## config.mk

```make
export PLATFORM = sky130hd
export DESIGN_NAME = hss_div
export DESIGN_NICKNAME = d
export VERILOG_FILES = /design/src/rtl/core/hsl_saturation_scale_core_assert.svh /design/src/rtl/core/hss_pkg.sv /design/src/rtl/core/hss_div.sv
export SDC_FILE = /design/constraint.sdc
export NUM_CORES = 2
export LEC_CHECK = 0
export BUFFER_PORTS_ARGS = -buffer_cell sky130_fd_sc_hd__buf_4
export CAP_MARGIN = 15
export CORE_ASPECT_RATIO = 0.9
export CORE_MARGIN = 2
export CORE_UTILIZATION = 55
export DETAILED_ROUTE_END_ITERATION = 12
export PLACE_DENSITY = 0.71
export SLEW_MARGIN = 20
export SYNTH_ARGS = -nofsm -noshare
export SYNTH_HDL_FRONTEND = slang
export SYNTH_SLANG_ARGS = --single-unit
export TNS_END_PERCENT = 30
```

## constraint.sdc

```tcl
create_clock -name clock -period 4.3 [get_ports clock]
set_clock_uncertainty 0.1 [all_clocks]
set_input_delay 0.86 -clock clock [delete_from_list [all_inputs] [get_ports clock]]
set_output_delay 0.86 -clock clock [all_outputs]
set_load 0.02 [all_outputs]
```

## src/rtl/core/hsl_saturation_scale_core_assert.svh

```systemverilog
// Assertion macros used by the saturation scaler top level
`ifndef HSL_SATURATION_SCALE_CORE_ASSERT_SVH
`define HSL_SATURATION_SCALE_CORE_ASSERT_SVH

// check a condition in the same cycle as its trigger
`define HSS_ASSERT_NOW(lbl, ante, cons) \
   lbl: assert property (@(posedge clock) disable iff (reset) (ante) |-> (cons)) \
      else $error("assertion failed");

// check a condition in the cycle after its trigger
`define HSS_ASSERT_NEXT(lbl, ante, cons) \
   lbl: assert property (@(posedge clock) disable iff (reset) (ante) |=> (cons)) \
      else $error("assertion failed");

`endif

```

## src/rtl/core/hss_pkg.sv

```systemverilog
// Shared constants and types of the HSL saturation scaler
package hss_pkg;

   localparam int PIXEL_BITS_DEF = 8;
   localparam int Q_W = 17;
   localparam int ONE_Q16 = 65536;
   localparam int HALF_Q16 = 32768;
   localparam int HUE_W = 22;
   localparam int GAIN_W = 16;
   localparam logic [GAIN_W-1:0] GAIN_UNITY = 16'd4096;
   localparam int CSR_W = 32;
   localparam logic [1:0] SAT_GAIN_ADDR = 2'd0;
   localparam int DIV_NUM_W = 34;
   localparam int DIV_DEN_W = 18;

   typedef struct packed {
      logic [Q_W-1:0] light;
      logic [Q_W-1:0] sat;
      logic signed [HUE_W-1:0] hue;
   } hsl_type;

endpackage

```

## src/rtl/core/hss_div.sv

```systemverilog
// Pipelined restoring divider, one quotient bit per stage
module hss_div #(
   parameter int NUM_W = hss_pkg::DIV_NUM_W,
   parameter int DEN_W = hss_pkg::DIV_DEN_W,
   parameter int QUO_W = hss_pkg::Q_W,
   parameter int SIDE_W = 1
) (
   input  logic              clock,
   input  logic              reset,
   input  logic              adv,
   input  logic              src_valid,
   input  logic [NUM_W-1:0]  src_num,
   input  logic [DEN_W-1:0]  src_den,
   input  logic [SIDE_W-1:0] src_side,
   output logic              dst_valid,
   output logic [QUO_W-1:0]  dst_quo,
   output logic [SIDE_W-1:0] dst_side
);

   localparam int CMP_W = ((NUM_W > DEN_W + QUO_W) ? NUM_W : DEN_W + QUO_W) + 1;

   logic              vld_ff  [QUO_W];
   logic [NUM_W-1:0]  rem_ff  [QUO_W];
   logic [DEN_W-1:0]  den_ff  [QUO_W];
   logic [QUO_W-1:0]  quo_ff  [QUO_W];
   logic [SIDE_W-1:0] side_ff [QUO_W];

   for (genvar k = 0; k < QUO_W; k++) begin : g_stage
      localparam int SH = QUO_W - 1 - k;
      logic              vld_src;
      logic [NUM_W-1:0]  rem_src;
      logic [DEN_W-1:0]  den_src;
      logic [QUO_W-1:0]  quo_src;
      logic [SIDE_W-1:0] side_src;
      logic [CMP_W-1:0]  trial;
      logic [CMP_W-1:0]  diff;
      logic              take;
      logic [NUM_W-1:0]  rem_in;
      logic [QUO_W-1:0]  quo_in;

      if (k == 0) begin : g_first
         assign vld_src  = src_valid;
         assign rem_src  = src_num;
         assign den_src  = src_den;
         assign quo_src  = '0;
         assign side_src = src_side;
      end else begin : g_next
         assign vld_src  = vld_ff[k-1];
         assign rem_src  = rem_ff[k-1];
         assign den_src  = den_ff[k-1];
         assign quo_src  = quo_ff[k-1];
         assign side_src = side_ff[k-1];
      end

      assign trial  = CMP_W'(den_src) << SH;
      assign diff   = CMP_W'(rem_src) - trial;
      assign take   = CMP_W'(rem_src) >= trial;
      assign rem_in = take ? diff[NUM_W-1:0] : rem_src;
      assign quo_in = quo_src | (take ? (QUO_W'(1) << SH) : '0);

      always_ff @(posedge clock) begin
         if (reset) begin
            vld_ff[k] <= 1'b0;
         end else if (adv) begin
            vld_ff[k] <= vld_src;
         end
      end

      always_ff @(posedge clock) begin
         if (adv) begin
            rem_ff[k]  <= rem_in;
            den_ff[k]  <= den_src;
            quo_ff[k]  <= quo_in;
            side_ff[k] <= side_src;
         end
      end
   end

   assign dst_valid = vld_ff[QUO_W-1];
   assign dst_quo   = quo_ff[QUO_W-1];
   assign dst_side  = side_ff[QUO_W-1];

endmodule

```

==> flow_summary.yaml <==
synth:
  ys_ff_latch: 1019
  yosys_warnings: 0
  synthArstFlopShare_pct: 0
  ys_dominant_reg_cell: "edfxtp_1"
  yosysSeqAreaShare_pct: 59.4
  ys_types: 75
  netlist_area_um2: 51500
  synth_nets: 4639
  synth.avg_cell_area_um2: 12.1
  synth-edff-count: 1019
  netlist_instances: 4260
route:
  wl_um: 107000
  drt_iter0_drc: 2626
  remaining_drc_errors: 0
  dr.pass1.iters: 6
  via_per_inst: 5.68
  ant_nets: 0
  vias: 32700
  post_drt_wl_per_cell_um: 18.6
clocking:
  cts_buffers: 104
  cts-resized-gates: 0
  cts_buffer_depth: 3
  cts_tree: "done"
  clk_pin_slew_worst_paths_ns: 0.06
  cts_hold_buf: 0
  clkLatencyLatePin_ns: 0.70
  post_cts_buffers: 0
  root_buffer: "clkbuf_16"
  h-tree-depth: 3
  cts_sinks: 1019
global_route:
  antenna_found_initial: 4
  grt_pass1_vias: 31600
  overflow: 0
  grt_max_degree: 144
  gr-usage-all-layers_pct: 22.3
  grt_first_pass_wirelength_um: 170000
sta:
  hold_violations: 0
  relSlewSlack_pct: 28.7
  slew_viol_final: 0
  max_freq_ghz: 0.243
  rsz0062_at_grt: "no"
  tightestPinTransition_ns: 1.07
  period_needed_ns: 4.11
  setup_tns_ns: 0
  layout_setup_ws_ns: 0.191
  fin_crit_sh_pct: 95.5
  final-setup-viol-count: 0
pwr:
  finalPower_mw: 35.8
  power_leakage_nw: 22.3
  p_switching_mw: 11.8
  seq_power_share_pct: 42.0
  power_density_nw_per_um2: 624
  p_clk_share_pct: 25.1
  ir_drop_mv: 0.371
  power_frac_comb_pct: 32.9
  p_int_mw: 24.0
  swShare_pct: 32.9
finish:
  regArea_um2: 30600
  final_layout_size_suffix_gt1_share_pct: 8.71
  stdcell_count: 5756
  final_nets: 4807
  final_area_um2: 57400
  areaGrowthSynthToFinish_pct: 11.4
  layout_commonest_cell: "edfxtp_1"
  final.fill_count: 7300
  layout_common_cells: "edfxtp_1 (1019), inv_1 (393), ha_1 (306)"
  multi_input_area_um2: 19200
  antenna_cells: 0
floorplan:
  die_area_um2: 96200
  ios: 76
  core-area_um2: 92800
  die_h_um: 294
  std_cell_rows: 106
  die_x_um: 327
  start_util_pct: 55.5
place:
  pre_cts_ws_ns: 0.195
  place_inst: 5564
  place.gp.congestion: 0.912
  numPortBuffers: 75
  dpl_cell_area_um2: 54000
  post-dp-hpwl_um: 80000
critical_path:
  critPathKind: "reg2reg"
  path_cells: "inv_1, ha_1, nor4b_1, nand4_1, or4_1, nor4_1, or3_1, or3_1, buf_12, mux2_2"
  path_buf_inv: 2
  startpoint: "den_ff[0][127]$_DFFE_PP_"
  reg2reg_depth: 10
  cpPeakStageDelay_ns: 0.55
  cp.depth: 10
  crit_top_cell: "or3_1"
  critPathRequiredTime_ns: 4.60
  crit_path_end: "rem_ff[0][297]$_DFFE_PP_"
  crit_fanout: 28
  crit_path_end_kind: "register"
  r2r-start: "den_ff[0][127]$_DFFE_PP_"
  cp.arrival_ns: 4.41
  cp-start-kind: "register"
  r2r-end: "rem_ff[0][297]$_DFFE_PP_"
  cp_top_family: "simple AND/OR/NAND/NOR gates"
  regToRegSetupSlack_ns: 0.19
  crit_path_top_delay_cell: "nor4b_1"
worst_hold_path:
  min_path_type: "in2reg"
status:
  status: "completed"
job:
  drv_cap: 0
[power groups by stage]
stage | Combinational [mW] | Clock, mW | Sequential (mW)
final | 11.8 | 8.99 | 15.0
after global routing | 13.2 | 9.56 | 15.2
after floorplan | 8.91 | 0 | 14.7
after CTS | 11.7 | 9.18 | 15.0
after global placement | 11.4 | 0 | 15.2
after detailed placement | 11.6 | 0 | 15.2
[logic make-up (layout without fill, tap and decap cells)]
logic type	count (synthesis)	after routing	share of synthesized area, %
multiplexers	62	62	1.36
flip-flops	1019	1019	59.4
buffers and inverters	467	721	3.51
AO/OA/AOI/OAI	968	968	11.6
XOR/XNOR	330	330	5.61
AND/OR/NAND/NOR	1092	1092	10.5
adder cells (fa/ha/maj)	322	322	8.05
[stage by stage]
| step | util, % | hold WS [ns] |
|---|---|---|
| global route | 61.8 | 0.213 |
| detailed placement | 58.1 | 0.305 |
| global placement | 58.1 | 0.300 |
| floorplan | - | 0.300 |
| CTS | 61.8 | 0.212 |
| finish | 61.8 | 0.256 |
[metal layers]
metal  routed length (µm)  global-route usage, %  vias up
met5                    0                      0        -
met2                50700                   37.1      732
li1                     -                      -    16000
met4                 2470                   5.76        0
met3                 5440                   3.08      167
met1                48200                   31.0    15800
[synth_stat cells, types with 23 or more instances]
| library cell | instances | area, µm² |
|---|---|---|
| a31oi_1 | 25 | 156 |
| nand2_1 | 293 | 1100 |
| inv_1 | 393 | 1480 |
| nor4_1 | 43 | 269 |
| or3_1 | 45 | 282 |
| nor2b_1 | 45 | 282 |
| and2_1 | 29 | 181 |
| nand3_1 | 59 | 295 |
| xnor2_1 | 167 | 1460 |
| a21o_1 | 111 | 833 |
| mux2_2 | 54 | 608 |
| nand2b_1 | 54 | 338 |
| nand4_1 | 42 | 263 |
| clkbuf_1 | 53 | 199 |
| o21a_1 | 51 | 383 |
| nor3_1 | 96 | 480 |
| o21bai_1 | 38 | 285 |
| ha_1 | 306 | 3830 |
| o21ai_0 | 262 | 1310 |
| a21boi_0 | 23 | 173 |
| nor2_1 | 263 | 987 |
| o31ai_1 | 29 | 218 |
| a21oi_1 | 302 | 1510 |
| xor2_1 | 163 | 1430 |
| edfxtp_1 | 1019 | 30600 |
[final cells by class]
class	instances	area share [%]
flip-flops and latches	1019	53.3
multi-input cells	2774	33.4
clock buffers	118	4.63
well taps	1242	2.71
inverters	393	2.57
repair buffers	136	2.03
clock inverters	74	1.37
[sequential cells by signal, indices dropped and copies added, names as in the netlist]
signal and flops:
vld_ff 17, quo_ff 153, side_ff 17, rem_ff 544
den_ff 288
[worst min path at each step]
stage | slack, ns | endpoint | cells after the start | startpoint
after floorplan | 0.30 | quo_ff[0][100]$_DFFE_PP_ | 0 | quo_ff[0][83]$_DFFE_PP_
after global placement | 0.30 | quo_ff[0][279]$_DFFE_PP_ | 0 | quo_ff[0][262]$_DFFE_PP_
after detailed placement | 0.30 | quo_ff[0][148]$_DFFE_PP_ | 0 | quo_ff[0][131]$_DFFE_PP_
after CTS | 0.21 | rem_ff[0][5]$_DFFE_PP_ | 1 | src_num[5]
after global routing | 0.21 | rem_ff[0][11]$_DFFE_PP_ | 1 | src_num[11]
final | 0.26 | rem_ff[0][5]$_DFFE_PP_ | 1 | src_num[5]
[worst reg2reg max path, delay by kind of cell (launching register included)]
| kind | cells | cell delay, ns |
|---|---|---|
| DFF | 1 | 0.41 |
| buffers and inverters | 2 | 0.30 |
| adders and majority gates | 1 | 0.31 |
| muxes | 1 | 0.35 |
| and+or+nand+nor | 6 | 2.36 |
No activity file was read; power rests on OpenSTA's default activity.
